File: config.mk
export PLATFORM = sky130hd
export DESIGN_NAME = emat_ctrl
export DESIGN_NICKNAME = d
export VERILOG_FILES = /design/src/emat_pkg.sv /design/src/emat_ctrl.sv
export VERILOG_INCLUDE_DIRS = /design/src /design/src/src
export SDC_FILE = /design/constraint.sdc
export NUM_CORES = 1
export LEC_CHECK = 0
export ABC_AREA = 1
export BUFFER_PORTS_ARGS = -buffer_cell sky130_fd_sc_hd__buf_2
export CORE_AREA = 3 3 40 42
export DETAILED_ROUTE_END_ITERATION = 10
export DIE_AREA = 0 0 43 45
export PLACE_DENSITY = 0.6
export SETUP_SLACK_MARGIN = 0.02
export SLEW_MARGIN = 20
export SYNTH_ARGS = -nofsm -noshare
export SYNTH_HDL_FRONTEND = slang
export SYNTH_SLANG_ARGS = --single-unit
File: constraint.sdc
create_clock -name clk_i -period 1.3 [get_ports clk_i]
set_input_delay 0 -clock clk_i [delete_from_list [all_inputs] [get_ports clk_i]]
set_output_delay 0 -clock clk_i [all_outputs]
set_load 0.005 [all_outputs]
File: src/extent_map_address_translator_unit_defines.svh
`ifndef EXTENT_MAP_ADDRESS_TRANSLATOR_UNIT_DEFINES_SVH
`define EXTENT_MAP_ADDRESS_TRANSLATOR_UNIT_DEFINES_SVH

// Checked outside reset.
`define EMAT_ASSERT(lbl, prop, msg) \
  lbl: assert property (@(posedge clk_i) disable iff (!rst_ni) prop) \
    else $error(msg);

// Checked at every edge, reset included.
`define EMAT_ASSERT_ALWAYS(lbl, prop, msg) \
  lbl: assert property (@(posedge clk_i) prop) \
    else $error(msg);

`endif

File: src/emat_pkg.sv
`default_nettype none

package emat_pkg;

  localparam int MAX_EXTENTS = 64;
  localparam int BLOCK_SHIFT = 12;
  localparam int TABLE_DEPTH = 64;
  localparam int TABLE_AW    = 6;
  localparam int BLK_W       = 32;
  localparam int BYTE_W      = 44;
  localparam int CNT_W       = 7;
  localparam int EXT_W       = (BLK_W + BLOCK_SHIFT > BYTE_W) ? BLK_W + BLOCK_SHIFT : BYTE_W;

  typedef enum logic {
    REQ_LOAD  = 1'b0,
    REQ_XLATE = 1'b1
  } req_e;

  typedef enum logic [1:0] {
    ST_OK        = 2'd0,
    ST_UNMAPPED  = 2'd1,
    ST_TRUNCATED = 2'd2
  } chunk_status_e;

  typedef struct packed {
    req_e                req_type;
    logic [TABLE_AW-1:0] extent_slot;
    logic [BLK_W-1:0]    extent_logical_block;
    logic [BLK_W-1:0]    extent_physical_block;
    logic [BLK_W-1:0]    extent_block_count;
    logic [BYTE_W-1:0]   request_byte_offset;
    logic [BYTE_W-1:0]   request_byte_length;
  } req_t;

  typedef struct packed {
    logic [BYTE_W-1:0] chunk_physical_offset;
    logic [BYTE_W-1:0] chunk_byte_length;
    logic              last_chunk;
    chunk_status_e     status;
  } rsp_t;

  typedef struct packed {
    logic [BLK_W-1:0] logical;
    logic [BLK_W-1:0] physical;
    logic [BLK_W-1:0] count;
  } extent_t;

  localparam int ENTRY_W = $bits(extent_t);

  typedef enum logic [2:0] {
    S_IDLE,
    S_SRCH_RD,
    S_SRCH_EV,
    S_CALC,
    S_TAKE,
    S_CONT_RD,
    S_CONT_EV,
    S_FLUSH
  } state_e;

  typedef struct packed {
    logic load_wr;
    logic latch_req;
    logic ram_rd;
    logic idx_inc;
    logic srch_ld;
    logic calc_ld;
    logic cont_ld;
    logic take;
    logic trunc;
    logic mark_unmapped;
    logic flush;
  } ctl_t;

  typedef struct packed {
    logic req_xlate;
    logic n_zero;
    logic hit;
    logic len_zero;
    logic idx_last;
    logic take_last;
    logic hold_vld;
    logic take_ok;
  } sts_t;

  function automatic logic [EXT_W-1:0] to_bytes(input logic [BLK_W-1:0] blk);
    return EXT_W'(blk) << BLOCK_SHIFT;
  endfunction

endpackage

`default_nettype wire

File: src/emat_ctrl.sv
`default_nettype none
`include "extent_map_address_translator_unit_defines.svh"

module emat_ctrl (
  input  wire logic          clk_i,
  input  wire logic          rst_ni,
  input  wire logic          in_valid_i,
  output logic               in_ready_o,
  input  wire emat_pkg::sts_t st_i,
  output emat_pkg::ctl_t     ctl_o
);
  import emat_pkg::*;

  state_e state_q, state_d;

  always_ff @(posedge clk_i or negedge rst_ni) begin
    if (!rst_ni) begin
      state_q <= S_IDLE;
    end else begin
      state_q <= state_d;
    end
  end

  always_comb begin
    state_d    = state_q;
    ctl_o      = '0;
    in_ready_o = 1'b0;
    case (state_q)
      S_IDLE: begin
        in_ready_o = 1'b1;
        if (in_valid_i) begin
          if (st_i.req_xlate) begin
            ctl_o.latch_req = 1'b1;
            if (st_i.n_zero) begin
              ctl_o.mark_unmapped = 1'b1;
              state_d             = S_FLUSH;
            end else begin
              state_d = S_SRCH_RD;
            end
          end else begin
            ctl_o.load_wr = 1'b1;
          end
        end
      end
      S_SRCH_RD: begin
        ctl_o.ram_rd = 1'b1;
        state_d      = S_SRCH_EV;
      end
      S_SRCH_EV: begin
        ctl_o.srch_ld = 1'b1;
        if (st_i.hit) begin
          state_d = S_CALC;
        end else if (st_i.idx_last) begin
          ctl_o.mark_unmapped = 1'b1;
          state_d             = S_FLUSH;
        end else begin
          ctl_o.idx_inc = 1'b1;
          state_d       = S_SRCH_RD;
        end
      end
      S_CALC: begin
        ctl_o.calc_ld = 1'b1;
        state_d       = S_TAKE;
      end
      S_TAKE: begin
        if (st_i.take_ok) begin
          ctl_o.take = 1'b1;
          if (st_i.take_last) begin
            state_d = S_FLUSH;
          end else if (st_i.idx_last) begin
            ctl_o.trunc = 1'b1;
            state_d     = S_FLUSH;
          end else begin
            ctl_o.idx_inc = 1'b1;
            state_d       = S_CONT_RD;
          end
        end
      end
      S_CONT_RD: begin
        ctl_o.ram_rd = 1'b1;
        state_d      = S_CONT_EV;
      end
      S_CONT_EV: begin
        if (st_i.len_zero) begin
          if (st_i.idx_last) begin
            ctl_o.trunc = 1'b1;
            state_d     = S_FLUSH;
          end else begin
            ctl_o.idx_inc = 1'b1;
            state_d       = S_CONT_RD;
          end
        end else begin
          ctl_o.cont_ld = 1'b1;
          state_d       = S_TAKE;
        end
      end
      S_FLUSH: begin
        ctl_o.flush = 1'b1;
        if (!st_i.hold_vld) begin
          state_d = S_IDLE;
        end
      end
      default: begin
        state_d = S_IDLE;
      end
    endcase
  end

  `EMAT_ASSERT(a_take_has_room, ctl_o.take |-> st_i.take_ok, "chunk taken with no room")
  `EMAT_ASSERT(a_flush_done, (state_q == S_FLUSH && !st_i.hold_vld) |=> state_q == S_IDLE,
               "flush did not return to idle")
  `EMAT_ASSERT_ALWAYS(a_idle_empty, state_q == S_IDLE |-> !st_i.hold_vld,
                      "pending chunk left behind in idle")

endmodule

`default_nettype wire

==> metrics.txt, run 1 <==
# TYPE chip_impl_metric gauge
chip_impl_info{name="run_status",value="finished with violations"} 1
chip_impl_info{name="failed_checks",value="negative setup slack"} 1
chip_impl_metric{name="cts.path.max_buffers",unit=""} 2
chip_impl_metric{name="post_synthesis_share_of_cell_area_spent_on_and_or_nand_and_nor_gates",unit="%"} 54.5
chip_impl_metric{name="post-place-cells",unit=""} 101
chip_impl_info{name="ys_top_cells_by_count",value="sky130_fd_sc_hd__nand2_1, sky130_fd_sc_hd__nand3_1, sky130_fd_sc_hd__inv_1, sky130_fd_sc_hd__nor2_1"} 1
chip_impl_metric{name="synthesis.yosys.warnings",unit=""} 0
chip_impl_info{name="worstReg2RegStart",value="state_q[0]$_DFFE_PN0P_"} 1
chip_impl_metric{name="maximum_capacitance_violations",unit=""} 0
chip_impl_info{name="cts_tree",value="yes"} 1
chip_impl_metric{name="report.final.slew_viol_count",unit=""} 0
chip_impl_metric{name="power-per-cell-area",unit="nW/um2"} 2320
chip_impl_metric{name="final_util",unit="%"} 55.0
chip_impl_metric{name="vias_per_cell",unit=""} 4.68
chip_impl_metric{name="vdd.ir_drop.worst",unit="mV"} 1.16
chip_impl_metric{name="die_height",unit="um"} 45
chip_impl_metric{name="switching_share",unit="%"} 47.6
chip_impl_metric{name="detailedPlacementHpwl",unit="um"} 809
chip_impl_metric{name="design.final.nets",unit=""} 114
chip_impl_info{name="critical_path.startpoint_type",value="flop"} 1
chip_impl_info{name="main_combinational_cell_family_by_area_after_synthesis",value="simple AND/OR/NAND/NOR gates"} 1
chip_impl_metric{name="grt.met2_usage",unit="%"} 20.1
chip_impl_metric{name="post_synth_mux_area_share",unit="%"} 0
chip_impl_metric{name="synth_enable_flop_cells",unit=""} 0
chip_impl_metric{name="setup_viol",unit=""} 2
chip_impl_info{name="grt.busiest_layer",value="met2"} 1
chip_impl_metric{name="vias",unit=""} 548
chip_impl_metric{name="synthesized_instance_count",unit=""} 67
chip_impl_metric{name="cts.reportedPaths.clkPinSlew",unit="ps"} 40
chip_impl_metric{name="layout_worst_path_cycle_share",unit="%"} 101
chip_impl_metric{name="clock_power_share",unit="%"} 10.5
chip_impl_metric{name="grt_pass1_vias",unit=""} 476
chip_impl_metric{name="detailedRoute.firstIterationViolations",unit=""} 10
chip_impl_metric{name="finalWirelength",unit="um"} 1250
chip_impl_info{name="rsz0062_at_grt",value="true"} 1
chip_impl_info{name="worstSetupEndpoint",value="ctl_o[1]"} 1
chip_impl_metric{name="layout.cells.non_filler",unit=""} 117
chip_impl_metric{name="netlist_area",unit="um2"} 427
chip_impl_metric{name="drc_viols",unit=""} 0
chip_impl_metric{name="first_pass_grt_wire_length",unit="um"} 1970
chip_impl_metric{name="hold_path_depth",unit=""} 3
chip_impl_metric{name="ys_types",unit=""} 18
chip_impl_metric{name="detail-route-antenna-nets",unit=""} 0
chip_impl_metric{name="setup_ws",unit="ps"} -18.3
chip_impl_metric{name="worstPathMaxFanout",unit=""} 6
chip_impl_metric{name="hold_viol",unit=""} 0
chip_impl_metric{name="synth_compound_gate_area_share",unit="%"} 5.87
chip_impl_metric{name="layout-area-overhead-vs-synth",unit="%"} 65.7
chip_impl_info{name="top_regs",value="state_q: 3 flops"} 1
chip_impl_metric{name="clock_latency",unit="ps"} 240
chip_impl_metric{name="tritoncts_num_sinks",unit=""} 3
chip_impl_info{name="clk_root_buffer_cell",value="sky130_fd_sc_hd__clkbuf_4"} 1
chip_impl_metric{name="synthArstFlopShare",unit="%"} 100
chip_impl_metric{name="met3_layer_usage_reported_by_global_route",unit="%"} 6.37
chip_impl_metric{name="combPwrFrac",unit="%"} 72.3
chip_impl_metric{name="cts_inserted_buffers",unit=""} 3
chip_impl_metric{name="finalWorstPathRequiredPeriod",unit="ps"} 1320
chip_impl_metric{name="final.fill_count",unit=""} 147
chip_impl_metric{name="total_leakage_power",unit="nW"} 0.406
chip_impl_info{name="yosys.area.top_type",value="sky130_fd_sc_hd__dfrtp_1"} 1
chip_impl_metric{name="clock_tree.htree_level_count",unit=""} 1
chip_impl_metric{name="effective_utilization_at_floorplan",unit="%"} 33.2
chip_impl_metric{name="clock-skew-final",unit="ps"} 4.52
chip_impl_metric{name="number_of_synthesized_register_bits",unit=""} 3
chip_impl_info{name="worst_setup_path_end_kind",value="output pin"} 1
chip_impl_metric{name="post_synth.cell_area_avg",unit="um2"} 6.37
chip_impl_metric{name="largest_reg_flops",unit=""} 3
chip_impl_info{name="netlist_top_cells_area",value="sky130_fd_sc_hd__dfrtp_1, sky130_fd_sc_hd__nand3_1, sky130_fd_sc_hd__nand2_1, sky130_fd_sc_hd__inv_1, sky130_fd_sc_hd__nor2_1"} 1
chip_impl_metric{name="die_w",unit="um"} 43
chip_impl_metric{name="grt.met1_usage",unit="%"} 18.1
chip_impl_metric{name="design.die.area",unit="um2"} 1940
chip_impl_metric{name="max_slew_margin",unit="%"} 87.5
chip_impl_metric{name="fmax",unit="MHz"} 759
chip_impl_metric{name="top_level_ports",unit=""} 23
chip_impl_info{name="most_flop_heavy_register",value="state_q"} 1
chip_impl_metric{name="largest_net_degree_at_the_start_of_global_routing",unit=""} 7
chip_impl_info{name="ys_dominant_reg_cell",value="sky130_fd_sc_hd__dfrtp_1"} 1
chip_impl_metric{name="synth-seq-area-share",unit="%"} 17.6
chip_impl_info{name="timing.critical_path.from",value="state_q[0]$_DFFE_PN0P_"} 1
chip_impl_metric{name="port_buffers",unit=""} 22
chip_impl_metric{name="drt-wirelength-per-cell",unit="um"} 10.7
chip_impl_info{name="worst_hold_path_type",value="input pin to flop"} 1
chip_impl_metric{name="grt_util_all_layers",unit="%"} 13.9
chip_impl_metric{name="worstRegToRegCells",unit=""} 8
chip_impl_metric{name="grt_overflow",unit=""} 0
chip_impl_metric{name="cellInternalPower",unit="W"} 0.000860
chip_impl_metric{name="critPathArrivalTime",unit="ps"} 1320
chip_impl_metric{name="std_cell_rows",unit=""} 13
chip_impl_metric{name="finalWeightedCongestion",unit=""} 0.751
chip_impl_metric{name="drt-pass1-iter-count",unit=""} 4
chip_impl_metric{name="worstPathRequired",unit="ps"} 1300
chip_impl_metric{name="initial_antenna_violation_count",unit=""} 0
chip_impl_metric{name="design.core.area",unit="um2"} 1280
chip_impl_metric{name="netlist.area_leader.share",unit="%"} 17.6
chip_impl_metric{name="p_seq_share",unit="%"} 17.2
chip_impl_metric{name="netSwitchingPower",unit="W"} 0.000780
chip_impl_metric{name="tightestPinTransition",unit="ps"} 188
chip_impl_metric{name="reg2reg_slack",unit="ps"} 30
chip_impl_metric{name="insertedDiodeCount",unit=""} 0
chip_impl_info{name="worst-setup-path-type",value="flop to output pin"} 1
chip_impl_metric{name="yosys.area_share.xor_xnor",unit="%"} 0
chip_impl_info{name="rr_endpoint",value="state_q[1]$_DFFE_PN0P_"} 1
chip_impl_info{name="yosys.cell_count.top_type",value="sky130_fd_sc_hd__nand2_1"} 1
chip_impl_metric{name="drive_gt1_share",unit="%"} 57.8
chip_impl_metric{name="yosys.area_share.adder",unit="%"} 0
chip_impl_metric{name="mapped_nets",unit=""} 78
-- power groups by stage --
stage	Combinational, W	Sequential, W	Clock [W]
after floorplan	0.000752	0.000166	0
after global placement	0.000705	0.000327	0
after detailed placement	0.000700	0.000330	0
after CTS	0.000983	0.000283	0.000179
after global routing	0.00130	0.000294	0.000196
final	0.00119	0.000281	0.000173
-- routing by layer --
layer / wire length [um] / vias to the layer above
met5: 0 / -
met4: 16 / 0
met3: 104 / 2
met2: 609 / 19
met1: 520 / 244
li1: - / 283
-- how the worst min path moves through the flow --
stage / from / end / slack [ps]
global route: st_i[1] / state_q[0]$_DFFE_PN0P_ / 80
global placement: rst_ni / state_q[1]$_DFFE_PN0P_ / -200
floorplan: rst_ni / state_q[0]$_DFFE_PN0P_ / -300
finish: st_i[1] / state_q[0]$_DFFE_PN0P_ / 70
detailed placement: rst_ni / state_q[1]$_DFFE_PN0P_ / -200
CTS: st_i[1] / state_q[0]$_DFFE_PN0P_ / 60
-- timing repair --
item | CTS | global route
pin swaps | 3 | 9
setup buffers | 7 | 4
hold buffers | 1 | 0
endpoints found under the setup margin | 7 | 9
resized for setup | 5 | 14
gates cloned | 0 | 0
endpoints found under the hold margin | 3 | 0
-- cells by family (layout without fill, tap and decap cells) --
kind of cell           Yosys count  count (layout)
AND/OR/NAND/NOR                 44              44
AO/OA/AOI/OAI                    4               4
flip-flops                       3               3
buffers and inverters           16              51
-- metrics by stage --
| stage | cell area [um2] | TNS (ps) | setup WS (ps) | power, W | hold slack (ps) |
|---|---|---|---|---|---|
| 2_1_floorplan | 427 | 0 | 199 | 0.000918 | -296 |
| 3_3_place_gp | 522 | -51.6 | -51.6 | 0.00103 | -202 |
| 6_report | 707 | -20.7 | -18.3 | 0.00164 | 71.7 |
| 4_1_cts | 628 | -45.1 | -18.7 | 0.00145 | 64.0 |
| 5_1_grt | 707 | -424 | -104 | 0.00179 | 84.8 |
| 3_5_place_dp | 522 | -36.0 | -36.0 | 0.00103 | -204 |
-- critical path: stages (launching register included) --
cell,delay (ps)
sky130_fd_sc_hd__dfrtp_2,470
sky130_fd_sc_hd__inv_4,100
sky130_fd_sc_hd__nand2_4,70
sky130_fd_sc_hd__nor2_4,130
sky130_fd_sc_hd__nand3_2,80
sky130_fd_sc_hd__inv_2,50
sky130_fd_sc_hd__nand2_1,40
sky130_fd_sc_hd__nand2_1,40
sky130_fd_sc_hd__buf_2,100
-- layout by cell type, fill, tap and decap left out, types with 2 or more instances in the layout --
cell                       synthesis  final
sky130_fd_sc_hd__inv_1            10      9
sky130_fd_sc_hd__nor2_4            3      5
sky130_fd_sc_hd__buf_2             0     22
sky130_fd_sc_hd__clkbuf_4          0      3
sky130_fd_sc_hd__nand4_1           2      2
sky130_fd_sc_hd__nand2_1          12     11
sky130_fd_sc_hd__nand3_2           2      7
sky130_fd_sc_hd__buf_4             0      9
sky130_fd_sc_hd__nand2_2           2      2
sky130_fd_sc_hd__nor2_1            9      8
sky130_fd_sc_hd__dfrtp_2           0      3
sky130_fd_sc_hd__nand3_1          11      6
-- area by class of cell --
class                      count  area, um2  area share, %
multi-input combinational     48        303           42.8
inverter                      13       61.3           8.67
sequential                     3       78.8           11.2
tap                           15       18.8           2.65
timing repair buffer          34        219           31.0
clock buffer                   4       26.3           3.72
Note: power is estimated with default switching activity, not from simulation.
==> run 2, diff against run 1 <==
Settings changed: CTS_BUF_LIST set to sky130_fd_sc_hd__clkbuf_4 sky130_fd_sc_hd__clkbuf_8 sky130_fd_sc_hd__clkbuf_16.
==> run 2 against run 1 <==
  * The flow still finishes with violations (negative setup slack)
  * Setup slack is essentially flat
  * Final cell count is the same
  * Sequential power is essentially flat
  * Global-route usage shrank 0.25 points
  * Die area is the same
  * Clock power grew 11%
  * Critical endpoint unchanged
==> metrics.txt, run 2 (synthesis results as in run 1) <==
# TYPE chip_impl_metric gauge
chip_impl_info{name="cpMaxStageDelayCell",value="sky130_fd_sc_hd__dfrtp_2"} 1
chip_impl_metric{name="fmax",unit="MHz"} 758
chip_impl_metric{name="total_leakage_power",unit="nW"} 0.410
chip_impl_metric{name="design.final.nets",unit=""} 114
chip_impl_metric{name="maximum_capacitance_violations",unit=""} 0
chip_impl_metric{name="vdd.ir_drop.worst",unit="mV"} 1.16
chip_impl_metric{name="fin_area",unit="um2"} 711
chip_impl_metric{name="number_of_buffer_and_inverter_instances_along_the_worst_setup_path",unit=""} 3
chip_impl_info{name="cp_common_cell",value="sky130_fd_sc_hd__nand2_1"} 1
chip_impl_info{name="commonest_non_fill_non_tap_cell_in_the_layout",value="sky130_fd_sc_hd__buf_2"} 1
chip_impl_metric{name="cellInternalPower",unit="W"} 0.000881
chip_impl_metric{name="placement.cell_area",unit="um2"} 522
chip_impl_metric{name="layout.cells.non_filler",unit=""} 117
chip_impl_metric{name="design.core.area",unit="um2"} 1280
chip_impl_metric{name="cts.reportedPaths.clkPinSlew",unit="ps"} 40
chip_impl_metric{name="hold_viol",unit=""} 0
chip_impl_info{name="most_flop_heavy_register",value="state_q"} 1
chip_impl_info{name="critical_path.startpoint_type",value="flop"} 1
chip_impl_metric{name="switching_share",unit="%"} 46.9
chip_impl_metric{name="combPwrFrac",unit="%"} 71.5
chip_impl_metric{name="insertedDiodeCount",unit=""} 0
chip_impl_metric{name="power-per-cell-area",unit="nW/um2"} 2330
chip_impl_metric{name="largest_reg_flops",unit=""} 3
chip_impl_metric{name="std_cell_rows",unit=""} 13
chip_impl_metric{name="final-seq-area",unit="um2"} 78.8
chip_impl_metric{name="setup-tns-final",unit="ps"} -18.9
chip_impl_info{name="mostFrequentLayoutCells",value="sky130_fd_sc_hd__buf_2, sky130_fd_sc_hd__nand2_1, sky130_fd_sc_hd__inv_1, sky130_fd_sc_hd__buf_4, sky130_fd_sc_hd__nor2_1"} 1
chip_impl_metric{name="critPathArrivalTime",unit="ps"} 1320
chip_impl_metric{name="layout-area-overhead-vs-synth",unit="%"} 66.6
chip_impl_metric{name="die_height",unit="um"} 45
chip_impl_metric{name="multiInputGateArea",unit="um2"} 303
chip_impl_metric{name="netSwitchingPower",unit="W"} 0.000777
chip_impl_metric{name="report.final.slew_viol_count",unit=""} 0
chip_impl_metric{name="clock_latency",unit="ps"} 240
chip_impl_metric{name="cts.path.max_buffers",unit=""} 2
chip_impl_metric{name="drive_gt1_share",unit="%"} 58.8
chip_impl_metric{name="max_slew_margin",unit="%"} 87.5
chip_impl_metric{name="grt.met2_usage",unit="%"} 20.1
chip_impl_metric{name="initial_antenna_violation_count",unit=""} 0
chip_impl_metric{name="cts_inserted_buffers",unit=""} 3
chip_impl_metric{name="vias_per_cell",unit=""} 4.68
chip_impl_metric{name="grt_overflow",unit=""} 0
chip_impl_metric{name="largest_net_degree_at_the_start_of_global_routing",unit=""} 7
chip_impl_metric{name="worstPathMaxFanout",unit=""} 6
chip_impl_metric{name="top_level_ports",unit=""} 23
chip_impl_info{name="clk_root_buffer_cell",value="sky130_fd_sc_hd__clkbuf_4"} 1
chip_impl_metric{name="drt-pass1-iter-count",unit=""} 4
chip_impl_metric{name="tightestPinTransition",unit="ps"} 188
chip_impl_info{name="grt.busiest_layer",value="met2"} 1
chip_impl_metric{name="post-place-cells",unit=""} 101
chip_impl_metric{name="p_seq_share",unit="%"} 17.0
chip_impl_metric{name="effective_utilization_at_floorplan",unit="%"} 33.2
chip_impl_info{name="failed_checks",value="negative setup slack"} 1
chip_impl_metric{name="grt_pass1_vias",unit=""} 473
chip_impl_metric{name="layout_worst_path_cycle_share",unit="%"} 101
chip_impl_info{name="critPathTopFamily",value="flip-flops"} 1
chip_impl_info{name="critical_path.cell_chain",value="inv_4 -> nand2_4 -> nor2_4 -> nand3_2 -> inv_2 -> nand2_1 -> nand2_1 -> buf_2"} 1
chip_impl_metric{name="final.fill_count",unit=""} 148
chip_impl_metric{name="port_buffers",unit=""} 22
chip_impl_metric{name="clock_power_share",unit="%"} 11.6
chip_impl_metric{name="clock-skew-final",unit="ps"} 3.21
chip_impl_metric{name="drc_viols",unit=""} 0
chip_impl_metric{name="grt.met1_usage",unit="%"} 18.1
chip_impl_metric{name="detailedPlacementHpwl",unit="um"} 809
chip_impl_metric{name="finalWorstPathRequiredPeriod",unit="ps"} 1320
chip_impl_metric{name="detailedRoute.firstIterationViolations",unit=""} 12
chip_impl_metric{name="die_w",unit="um"} 43
chip_impl_metric{name="cpPeakStageDelay",unit="ps"} 470
chip_impl_metric{name="finalWirelength",unit="um"} 1250
chip_impl_metric{name="worstPathRequired",unit="ps"} 1300
chip_impl_metric{name="grt_util_all_layers",unit="%"} 13.7
chip_impl_metric{name="design.die.area",unit="um2"} 1940
chip_impl_metric{name="first_pass_grt_wire_length",unit="um"} 1960
chip_impl_info{name="cts_tree",value="yes"} 1
chip_impl_metric{name="detail-route-antenna-nets",unit=""} 0
chip_impl_info{name="rsz0062_at_grt",value="true"} 1
chip_impl_metric{name="drt-wirelength-per-cell",unit="um"} 10.7
chip_impl_info{name="worst_hold_path_type",value="input pin to flop"} 1
chip_impl_metric{name="tritoncts_num_sinks",unit=""} 3
chip_impl_metric{name="clock_tree.htree_level_count",unit=""} 1
chip_impl_info{name="worst_setup_path_end_kind",value="output pin"} 1
chip_impl_info{name="top_regs",value="state_q: 3 flops"} 1
chip_impl_metric{name="finalWeightedCongestion",unit=""} 0.751
chip_impl_metric{name="setup_viol",unit=""} 2
chip_impl_metric{name="report.power.total",unit="W"} 0.00166
chip_impl_metric{name="met3_layer_usage_reported_by_global_route",unit="%"} 6.37
chip_impl_metric{name="setup_ws",unit="ps"} -18.6
chip_impl_info{name="run_status",value="finished with violations"} 1
chip_impl_metric{name="vias",unit=""} 547
chip_impl_info{name="worst-setup-path-type",value="flop to output pin"} 1
run 2: cell counts in the layout (fill, tap and decap cells not counted):
Identical to the previous run, type by type.
run 2: layer usage:
metal	up-vias	routed length, um
met5	-	0
met4	0	16
met3	2	104
met2	19	607
met1	243	518
li1	283	-
run 2: metrics by stage:
step	util (%)	setup slack, ps	hold slack, ps
global placement	40.6	-51.6	-202
global route	55.3	-101	87.8
finish	55.3	-18.6	71.5
floorplan	-	199	-296
detailed placement	40.6	-36.0	-204
CTS	49.2	-16.2	66.5
run 2: area by class of cell:
| class | count | share of cell area [%] |
|---|---|---|
| clock buffer | 4 | 4.23 |
| inverter | 13 | 8.63 |
| multi-input combinational | 48 | 42.6 |
| sequential | 3 | 11.1 |
| tap | 15 | 2.64 |
| timing repair buffer | 34 | 30.8 |
run 2: worst min-delay path: cells and delay by family:
| kind | cells | cell delay [ps] |
|---|---|---|
| buffers and inverters | 1 | 100 |
| AND/OR/NAND/NOR | 2 | 170 |
run 2: worst paths after layout:
path	startpoint	end	slack, ps	cells after the start
max	state_q[0]$_DFFE_PN0P_	ctl_o[1]	-20	8
max reg2reg	state_q[0]$_DFFE_PN0P_	state_q[1]$_DFFE_PN0P_	30	8
max in group asynchronous	rst_ni	state_q[0]$_DFFE_PN0P_	1100	2
min reg2reg	state_q[2]$_DFFE_PN0P_	state_q[2]$_DFFE_PN0P_	640	2
min in group asynchronous	rst_ni	state_q[2]$_DFFE_PN0P_	80	2
min	st_i[1]	state_q[0]$_DFFE_PN0P_	70	3
run 2: repair_timing:
action / CTS / global route
buffers inserted: 7 / 4
endpoints found under the setup margin: 7 / 9
endpoints found under the hold margin: 3 / 0
hold buffers: 1 / 0
pin swaps: 3 / 9
resized for setup: 5 / 14
run 2: power groups by stage:
stage	Sequential [W]	Combinational (W)	Clock, W
final	0.000281	0.00118	0.000192
after global routing	0.000294	0.00130	0.000215
after CTS	0.000283	0.000983	0.000198
after detailed placement	0.000330	0.000700	0
after global placement	0.000327	0.000705	0
after floorplan	0.000166	0.000752	0
